$ cat src/assert_macros.svh
// assertion macros included by the allocator rtl
`ifndef ASSERT_MACROS_SVH
`define ASSERT_MACROS_SVH

// same-cycle implication, checked on clk_i outside reset
`define BBA_ASSERT_IMP(label, ante, cons, msg) \
  label: assert property (@(posedge clk_i) disable iff (!rst_ni) (ante) |-> (cons)) \
    else $error(msg);

// next-cycle implication, checked on clk_i outside reset
`define BBA_ASSERT_NXT(label, ante, cons, msg) \
  label: assert property (@(posedge clk_i) disable iff (!rst_ni) (ante) |=> (cons)) \
    else $error(msg);

`endif

$ cat src/bba_pkg.sv
// types and constants of the bitmap block allocator
package bba_pkg;

  localparam logic CMD_ALLOC = 1'b0;
  localparam logic CMD_FREE  = 1'b1;

  localparam int unsigned LEN_W   = 9;
  localparam int unsigned BLOCK_W = 8;
  localparam int unsigned COUNT_W = 9;
  localparam int unsigned NUM_W   = 9;

  localparam logic [NUM_W-1:0] NUM_BLOCKS_RESET = 9'd256;
  localparam int unsigned      BLOCK_CAP        = 256;

  typedef enum logic [1:0] {
    ST_IDLE,
    ST_SCAN,
    ST_UPDATE,
    ST_DONE
  } state_e;

  typedef struct packed {
    logic shift;
    logic wr_bit;
  } map_ctrl_t;

endpackage

$ cat src/bba_req_if.sv
// request channel: command, run length and start block
interface bba_req_if;
  logic                              valid;
  logic                              ready;
  logic                              command;
  logic [bba_pkg::LEN_W-1:0]         run_length;
  logic [bba_pkg::BLOCK_W-1:0]       start_block;

  modport source (output valid, command, run_length, start_block, input ready);
  modport sink   (input valid, command, run_length, start_block, output ready);
endinterface

$ cat src/bba_rsp_if.sv
// result channel: found flag, run start and used count
interface bba_rsp_if;
  logic                              valid;
  logic                              ready;
  logic                              found;
  logic [bba_pkg::BLOCK_W-1:0]       alloc_start;
  logic [bba_pkg::COUNT_W-1:0]       used_count;

  modport source (output valid, found, alloc_start, used_count, input ready);
  modport sink   (input valid, found, alloc_start, used_count, output ready);
endinterface

$ cat src/bba_map.sv
// usage map kept as a rotating shift register, one block per cycle at the head while shifting
module bba_map #(
  parameter int unsigned MAX_BLOCKS = 256
) (
  input  logic               clk_i,
  input  logic               rst_ni,
  input  bba_pkg::map_ctrl_t ctrl_i,
  output logic               head_o
);

  logic [MAX_BLOCKS-1:0] map_q, map_d;

  always_comb begin
    map_d = map_q;
    if (ctrl_i.shift) begin
      map_d = {ctrl_i.wr_bit, map_q[MAX_BLOCKS-1:1]};
    end
  end

  // block 0 starts used
  always_ff @(posedge clk_i or negedge rst_ni) begin
    if (!rst_ni) begin
      map_q <= MAX_BLOCKS'(1);
    end else begin
      map_q <= map_d;
    end
  end

  assign head_o = map_q[0];

endmodule

$ cat src/bitmap_block_allocator.sv
// bitmap block allocator: first-fit contiguous run allocation over a usage map
//
// req_i takes one transaction (command, run_length, start_block) when valid and
// ready are high; ready is high only while the block is idle. rsp_o returns
// exactly one transaction per request: found, alloc_start and used_count.
// cfg_we_i/cfg_wdata_i write num_blocks; the user must write it only while
// no request is in flight, as the block itself does not enforce this. The
// usage map rotates past a single head bit, one block per clock while the
// block scans or updates. An allocate takes one rotation to find the first
// fitting run and a second to mark it and recount; a free clears and
// recounts in one rotation, and the block then returns to idle.
// The result sits in an output register; a stalled receiver lets the next
// request be accepted and worked on, and that request waits at its end
// until the register is free.
// Reset marks block 0 used, clears all others and sets num_blocks to 256;
// there is no clearing pass.
module bitmap_block_allocator #(
  parameter int unsigned MAX_BLOCKS = 256
) (
  input  logic                         clk_i,
  input  logic                         rst_ni,
  input  logic                         cfg_we_i,
  input  logic [bba_pkg::NUM_W-1:0]    cfg_wdata_i,
  bba_req_if.sink                      req_i,
  bba_rsp_if.source                    rsp_o
);

  localparam int unsigned IDX_W = $clog2(MAX_BLOCKS);
  localparam int unsigned CW    = (IDX_W > 9 ? IDX_W : 9) + 2;
  localparam int unsigned CAP   = (MAX_BLOCKS < bba_pkg::BLOCK_CAP) ? MAX_BLOCKS
                                                                    : bba_pkg::BLOCK_CAP;
  localparam logic [IDX_W-1:0] LAST_IDX = IDX_W'(MAX_BLOCKS - 1);

  bba_pkg::state_e state_q, state_d;

  logic [bba_pkg::NUM_W-1:0]   num_blocks_q;
  logic [bba_pkg::NUM_W-1:0]   n_act;
  logic [IDX_W-1:0]            idx_q, idx_d;
  logic                        cmd_q, cmd_d;
  logic [bba_pkg::LEN_W-1:0]   len_q, len_d;
  logic [bba_pkg::BLOCK_W-1:0] start_q, start_d;
  logic [bba_pkg::LEN_W-1:0]   run_q, run_d;
  logic                        found_q, found_d;
  logic [bba_pkg::BLOCK_W-1:0] first_q, first_d;
  logic [bba_pkg::COUNT_W-1:0] count_q, count_d;

  logic                        rsp_valid_q;
  logic                        rsp_found_q;
  logic [bba_pkg::BLOCK_W-1:0] rsp_start_q;
  logic [bba_pkg::COUNT_W-1:0] rsp_count_q;

  logic                        accept;
  logic                        last;
  logic                        slot_free;
  logic                        load_rsp;
  logic                        head;
  logic                        new_bit;
  logic                        in_active;
  logic                        in_alloc;
  logic                        in_free;
  logic                        scan_hit;
  bba_pkg::map_ctrl_t          map_ctrl;

  logic [CW-1:0] idx_x, n_x, len_x, first_x, start_x;

  bba_map #(
    .MAX_BLOCKS (MAX_BLOCKS)
  ) u_map (
    .clk_i  (clk_i),
    .rst_ni (rst_ni),
    .ctrl_i (map_ctrl),
    .head_o (head)
  );

  assign n_act = (num_blocks_q > bba_pkg::NUM_W'(CAP)) ? bba_pkg::NUM_W'(CAP) : num_blocks_q;

  assign idx_x   = CW'(idx_q);
  assign n_x     = CW'(n_act);
  assign len_x   = CW'(len_q);
  assign first_x = CW'(first_q);
  assign start_x = CW'(start_q);

  assign last      = (idx_q == LAST_IDX);
  assign slot_free = !rsp_valid_q || rsp_o.ready;
  assign accept    = req_i.valid && req_i.ready;

  assign in_active = (idx_x < n_x);
  assign scan_hit  = !found_q && in_active && !head
                     && ((CW'(run_q) + CW'(1)) == len_x);
  assign in_alloc  = found_q && (idx_x >= first_x) && (idx_x < first_x + len_x);
  assign in_free   = (cmd_q == bba_pkg::CMD_FREE) && in_active
                     && (idx_x >= start_x) && (idx_x < start_x + len_x);
  assign new_bit   = in_alloc ? 1'b1 : (in_free ? 1'b0 : head);

  // next state
  always_comb begin
    state_d = state_q;
    case (state_q)
      bba_pkg::ST_IDLE: begin
        if (accept) begin
          state_d = (req_i.command == bba_pkg::CMD_ALLOC) ? bba_pkg::ST_SCAN
                                                          : bba_pkg::ST_UPDATE;
        end
      end
      bba_pkg::ST_SCAN: begin
        if (last) begin
          state_d = bba_pkg::ST_UPDATE;
        end
      end
      bba_pkg::ST_UPDATE: begin
        if (last) begin
          state_d = bba_pkg::ST_DONE;
        end
      end
      bba_pkg::ST_DONE: begin
        if (slot_free) begin
          state_d = bba_pkg::ST_IDLE;
        end
      end
      default: state_d = bba_pkg::ST_IDLE;
    endcase
  end

  // state outputs
  always_comb begin
    req_i.ready     = 1'b0;
    map_ctrl.shift  = 1'b0;
    map_ctrl.wr_bit = head;
    load_rsp        = 1'b0;
    case (state_q)
      bba_pkg::ST_IDLE: begin
        req_i.ready = 1'b1;
      end
      bba_pkg::ST_SCAN: begin
        map_ctrl.shift = 1'b1;
      end
      bba_pkg::ST_UPDATE: begin
        map_ctrl.shift  = 1'b1;
        map_ctrl.wr_bit = new_bit;
      end
      bba_pkg::ST_DONE: begin
        load_rsp = slot_free;
      end
      default: begin
        req_i.ready = 1'b0;
      end
    endcase
  end

  // datapath
  always_comb begin
    idx_d   = idx_q;
    cmd_d   = cmd_q;
    len_d   = len_q;
    start_d = start_q;
    run_d   = run_q;
    found_d = found_q;
    first_d = first_q;
    count_d = count_q;
    if (accept) begin
      cmd_d   = req_i.command;
      len_d   = req_i.run_length;
      start_d = req_i.start_block;
      idx_d   = '0;
      run_d   = '0;
      found_d = 1'b0;
      first_d = '0;
      count_d = '0;
    end else if (state_q == bba_pkg::ST_SCAN) begin
      idx_d = last ? '0 : idx_q + IDX_W'(1);
      // run length only grows inside the active range, so it stays within 9 bits
      if (in_active) begin
        run_d = head ? '0 : run_q + bba_pkg::LEN_W'(1);
      end
      if (scan_hit) begin
        found_d = 1'b1;
        first_d = bba_pkg::BLOCK_W'(idx_x + CW'(1) - len_x);
      end
    end else if (state_q == bba_pkg::ST_UPDATE) begin
      idx_d = last ? '0 : idx_q + IDX_W'(1);
      if (in_active && new_bit) begin
        count_d = count_q + bba_pkg::COUNT_W'(1);
      end
    end
  end

  always_ff @(posedge clk_i or negedge rst_ni) begin
    if (!rst_ni) begin
      state_q      <= bba_pkg::ST_IDLE;
      num_blocks_q <= bba_pkg::NUM_BLOCKS_RESET;
      idx_q        <= '0;
      found_q      <= 1'b0;
      rsp_valid_q  <= 1'b0;
    end else begin
      state_q <= state_d;
      idx_q   <= idx_d;
      found_q <= found_d;
      if (cfg_we_i) begin
        num_blocks_q <= cfg_wdata_i;
      end
      if (load_rsp) begin
        rsp_valid_q <= 1'b1;
      end else if (rsp_o.ready) begin
        rsp_valid_q <= 1'b0;
      end
    end
  end

  always_ff @(posedge clk_i) begin
    cmd_q   <= cmd_d;
    len_q   <= len_d;
    start_q <= start_d;
    run_q   <= run_d;
    first_q <= first_d;
    count_q <= count_d;
    if (load_rsp) begin
      rsp_found_q <= found_q;
      rsp_start_q <= found_q ? first_q : '0;
      rsp_count_q <= count_q;
    end
  end

  assign rsp_o.valid       = rsp_valid_q;
  assign rsp_o.found       = rsp_found_q;
  assign rsp_o.alloc_start = rsp_start_q;
  assign rsp_o.used_count  = rsp_count_q;

`include "assert_macros.svh"

  `BBA_ASSERT_NXT(a_accept_leaves_idle, accept, state_q != bba_pkg::ST_IDLE,
                  "request accepted but block stayed idle")
  `BBA_ASSERT_IMP(a_found_only_alloc, found_q, cmd_q == bba_pkg::CMD_ALLOC,
                  "run found during a free")
  `BBA_ASSERT_IMP(a_idle_index_zero, state_q == bba_pkg::ST_IDLE, idx_q == '0,
                  "map not aligned to block 0 while idle")
  `BBA_ASSERT_NXT(a_load_sets_valid, load_rsp, rsp_valid_q,
                  "result load did not raise valid")

endmodule

$ cat src/flat_wrapper.sv
// flat-port wrapper written by rule: the top's interface ports become plain ports
module bitmap_block_allocator_flat 
#(
  parameter int unsigned MAX_BLOCKS = 256
)
  (clk_i, rst_ni, cfg_we_i, cfg_wdata_i, req_i_valid, req_i_command, req_i_run_length, req_i_start_block, req_i_ready, rsp_o_valid, rsp_o_found, rsp_o_alloc_start, rsp_o_used_count, rsp_o_ready);
  bba_req_if req_i_i ();
  bba_rsp_if rsp_o_i ();
  input  logic clk_i;
  input  logic rst_ni;
  input  logic cfg_we_i;
  input  logic [bba_pkg::NUM_W-1:0] cfg_wdata_i;
  input wire logic [$bits(req_i_i.valid)-1:0] req_i_valid;
  input wire logic [$bits(req_i_i.command)-1:0] req_i_command;
  input wire logic [$bits(req_i_i.run_length)-1:0] req_i_run_length;
  input wire logic [$bits(req_i_i.start_block)-1:0] req_i_start_block;
  output wire logic [$bits(req_i_i.ready)-1:0] req_i_ready;
  output wire logic [$bits(rsp_o_i.valid)-1:0] rsp_o_valid;
  output wire logic [$bits(rsp_o_i.found)-1:0] rsp_o_found;
  output wire logic [$bits(rsp_o_i.alloc_start)-1:0] rsp_o_alloc_start;
  output wire logic [$bits(rsp_o_i.used_count)-1:0] rsp_o_used_count;
  input wire logic [$bits(rsp_o_i.ready)-1:0] rsp_o_ready;
  assign req_i_i.valid = req_i_valid;
  assign req_i_i.command = req_i_command;
  assign req_i_i.run_length = req_i_run_length;
  assign req_i_i.start_block = req_i_start_block;
  assign req_i_ready = req_i_i.ready;
  assign rsp_o_valid = rsp_o_i.valid;
  assign rsp_o_found = rsp_o_i.found;
  assign rsp_o_alloc_start = rsp_o_i.alloc_start;
  assign rsp_o_used_count = rsp_o_i.used_count;
  assign rsp_o_i.ready = rsp_o_ready;
  bitmap_block_allocator #(.MAX_BLOCKS(MAX_BLOCKS)) u_core (.clk_i(clk_i), .rst_ni(rst_ni), .cfg_we_i(cfg_we_i), .cfg_wdata_i(cfg_wdata_i), .req_i(req_i_i), .rsp_o(rsp_o_i));
endmodule
$ cat config.mk
export PLATFORM = sky130hd
export DESIGN_NAME = bitmap_block_allocator_flat
export DESIGN_NICKNAME = d
export VERILOG_FILES = /design/src/bba_pkg.sv /design/src/bba_req_if.sv /design/src/bba_rsp_if.sv /design/src/bba_map.sv /design/src/bitmap_block_allocator.sv /design/src/flat_wrapper.sv
export VERILOG_INCLUDE_DIRS = /design/src /design/src/src
export SDC_FILE = /design/constraint.sdc
export NUM_CORES = 1
export LEC_CHECK = 0
export ABC_AREA = 1
export BUFFER_PORTS_ARGS = -buffer_cell sky130_fd_sc_hd__buf_2
export CORE_UTILIZATION = 25
export DETAILED_ROUTE_END_ITERATION = 8
export MAX_ROUTING_LAYER = met4
export SYNTH_ARGS = -nofsm -noshare
export SYNTH_HDL_FRONTEND = slang
export SYNTH_HIERARCHICAL = 1
export SYNTH_SLANG_ARGS = --single-unit
$ cat constraint.sdc
create_clock -name clk_i -period 3.6 [get_ports clk_i]
set_input_delay 0 -clock clk_i [delete_from_list [all_inputs] [get_ports clk_i]]
set_output_delay 0 -clock clk_i [all_outputs]
set_load 0.01 [all_outputs]
==> impl_metrics.env <==
export IMPL_fin_skew_ns=0.01738
export IMPL_ir_worst_vdd_uv=291.4
export IMPL_cts_tree="yes"
export IMPL_cp_arrival_ns=3.74
export IMPL_grt_remaining_overflow=0
export IMPL_drcViolationCount=0
export IMPL_crit_type="reg -> reg"
export IMPL_rows=90
export IMPL_synth_flop_cell="dfrtp_1"
export IMPL_slew_viol_final=0
export IMPL_synth_area_per_cell_um2=8.727
export IMPL_core_area_um2=60810
export IMPL_drive_above_1_share=0.07979
export IMPL_cp_max_fo=17
export IMPL_wl_met3_um=1306
export IMPL_p_leak_nw=9.529
export IMPL_start_kind="register"
export IMPL_gp_congestion=0.8740
export IMPL_dieWidth_um=251.0
export IMPL_first_pass_iters=6
export IMPL_die_h_um=251.0
export IMPL_cts_root_buffer="clkbuf_16"
export IMPL_track_usage=0.1040
export IMPL_vias_per_cell=4.259
export IMPL_routed_top_layer="met4"
export IMPL_slew_headroom=0.2087
export IMPL_drtIter0Drc=833
export IMPL_wl_met1_um=14660
export IMPL_critPathRequiredTime_ns=4.09
export IMPL_io_pins=52
export IMPL_crit_path_end_kind="register"
export IMPL_worst_hold_path_type="in -> async"
export IMPL_final_cell_mix="nand2_1 (916), dfrtp_1 (275), inv_1 (105), ha_1 (72), nor2_1 (55)"
export IMPL_grt_max_degree=258
export IMPL_min_period_over_period=0.9032
export IMPL_tightest_slew_ns=1.187
export IMPL_status="finished clean"
export IMPL_numCtsBuffers=39
export IMPL_diodes=0
export IMPL_first_global_vias=11153
export IMPL_fmax_mhz=307.6
export IMPL_postRouteAntennaNets=0
export IMPL_rsz0062_at_grt="false"
export IMPL_wl_met2_um=14100
export IMPL_die_area_um2=63000
export IMPL_final_common_cell="nand2_1"
export IMPL_post_drt_wl_per_cell_um=11.66
export IMPL_cap_violations=0
export IMPL_ys_async_sr_fraction=0.8171
export IMPL_hold_viol_final=0
export IMPL_cts_clk_slew_worst_paths_ns=0.06
export IMPL_synth_edf_count=36
export IMPL_post_cts_buffers=0
export IMPL_power_density_nw_per_um2=472.1
export IMPL_cts_sinks=339
export IMPL_clockBufferDepth=3
export IMPL_htreeDepth=2
export IMPL_grt_pass1_wl_um=53740
export IMPL_num_vias=11338
export IMPL_final_min_clock_period_ns=3.251
export IMPL_clk_insertion_delay_late_ns=0.57
export IMPL_portBuffers=51
export IMPL_whs_ns=0.03537
export IMPL_fin_nets=1957
export IMPL_hpwl_um=19180
export IMPL_syn_cell_area_um2=15500
export IMPL_syn_instance_count=1776
export IMPL_yosysSeqAreaShare=0.5507
export IMPL_synth_seq_cells=339
export IMPL_yosys_warnings=6
export IMPL_synth_distinct_cells=47
export IMPL_area_growth_pct=16.40
export IMPL_routed_wl_um=31040
export IMPL_setup_viol=0
export IMPL_antenna_found_initial=0
export IMPL_fin_setup_tns_ns=0
export IMPL_syn_num_nets=1884
export IMPL_initial_core_util=0.2549
## state kept, by name (all words and copies together), names as in the netlist
register and flops:
u_core/len_q 9, u_core/count_q 9, u_core/first_q 8, u_core/rsp_o.used_count 9
u_core/rsp_o.alloc_start 8, u_core/state_q 2, u_core/run_q 9, u_core/num_blocks_q 9
u_core/rsp_o.found 1, u_core/u_map/map_q 256, u_core/rsp_o.valid 1, u_core/found_q 1
u_core/idx_q 8, u_core/cmd_q 1, u_core/start_q 8
## worst paths after layout
| check | from | to | slack, ns | depth (start not counted) |
|---|---|---|---|---|
| max | u_core/len_q[4] | u_core/count_q[1] | 0.35 | 18 |
| min | rst_ni | u_core/u_map/map_q[42] | 0.04 | 2 |
| max reg2reg | u_core/len_q[4] | u_core/count_q[1] | 0.35 | 18 |
| min reg2reg | u_core/u_map/map_q[194] | u_core/u_map/map_q[193] | 0.46 | 2 |
| max in group asynchronous | rst_ni | u_core/u_map/map_q[88] | 2.45 | 3 |
| min in group clk_i | req_i_start_block[2] | u_core/start_q[2] | 0.16 | 2 |
## stage by stage
step                        util  power [mW]  instances  cell area, um2  setup WS (ns)
after global placement    0.2682       4.509       2550           16310         0.2351
final                     0.2967       8.517       2662           18040         0.3485
after floorplan                -       4.340       1776           15500         0.7023
after global routing      0.2967       8.881       2662           18040        0.05877
after CTS                 0.2965       8.673       2662           18030         0.1360
after detailed placement  0.2682       4.522       2550           16310         0.1604
## repair_timing
item,4_1_cts,5_1_grt
endpoints found under the setup margin,0,10
resized for setup,0,4
hold endpoints to repair,123,0
hold buffers,40,0
## where the power goes
| part | total (mW) | leakage (nW) | switching (mW) | internal (mW) |
|---|---|---|---|---|
| clock | 4.03 | 0.649 | 1.63 | 2.40 |
| combinational | 0.506 | 4.57 | 0.313 | 0.193 |
| sequential | 3.98 | 4.31 | 0.0637 | 3.92 |
| total | 8.52 | 9.53 | 2.01 | 6.51 |
## synth_stat cells (all sizes together) (2+ instances only)
master | n | area, um2
dfxtp | 26 | 520.5
xnor2 | 8 | 70.07
xor2 | 19 | 166.4
a21oi | 45 | 225.2
mux2 | 8 | 90.09
dfstp | 2 | 52.55
fa | 3 | 60.06
a21o | 5 | 37.54
nor2 | 58 | 225.2
buf | 61 | 546.8
nand2 | 919 | 3462
clkbuf | 7 | 26.28
nor4 | 2 | 12.51
inv | 106 | 400.4
a211oi | 7 | 52.55
nand3 | 38 | 195.2
edfxtp | 36 | 1081
nand4 | 19 | 125.1
a31oi | 10 | 62.56
a21boi | 2 | 15.01
o21ai | 28 | 151.4
dfrtp | 275 | 6882
o21bai | 3 | 22.52
ha | 73 | 913.4
or2 | 2 | 12.51
nor3 | 7 | 40.04
## cell type report
cell class | count | area, um2
fillers | 6265 | 42770
clock inverters | 16 | 215.2
repair buffers | 100 | 783.3
well taps | 782 | 978.4
inverters | 107 | 407.9
flip-flops and latches | 339 | 8536
multi-input cells | 1262 | 6011
clock buffers | 56 | 1110
## critical path, cell delays in order (launching register included)
cell and delay [ns]:
edfxtp_1 0.48, ha_1 0.43, nand2_1 0.08, inv_1 0.07, nand3_1 0.06, o21ai_1 0.31, xor2_1 0.19, ha_1 0.27
a21oi_1 0.16, o21ai_0 0.11, o21bai_1 0.16, nand2_1 0.07, nand3_1 0.09, nand2_1 0.11, nand2_4 0.19, nand3_1 0.15
nand2_1 0.12, inv_1 0.04, nor2_1 0.09
## cell families after synthesis
family,Yosys count,share of synthesized area
buffers and inverters,175,0.06313
AO/OA/AOI/OAI,103,0.03826
adder cells (fa/ha/maj),76,0.06280
multiplexers,8,0.005812
flip-flops,339,0.5507
AND/OR/NAND/NOR,1048,0.2640
XOR/XNOR,27,0.01526
## per-layer routing
layer | GRT usage | vias up
met5 | - | -
li1 | - | 5706
met3 | 0.01864 | 67
met1 | 0.1318 | 5389
met2 | 0.1636 | 176
met4 | 0.04321 | 0
No activity file was read; power rests on OpenSTA's default activity.
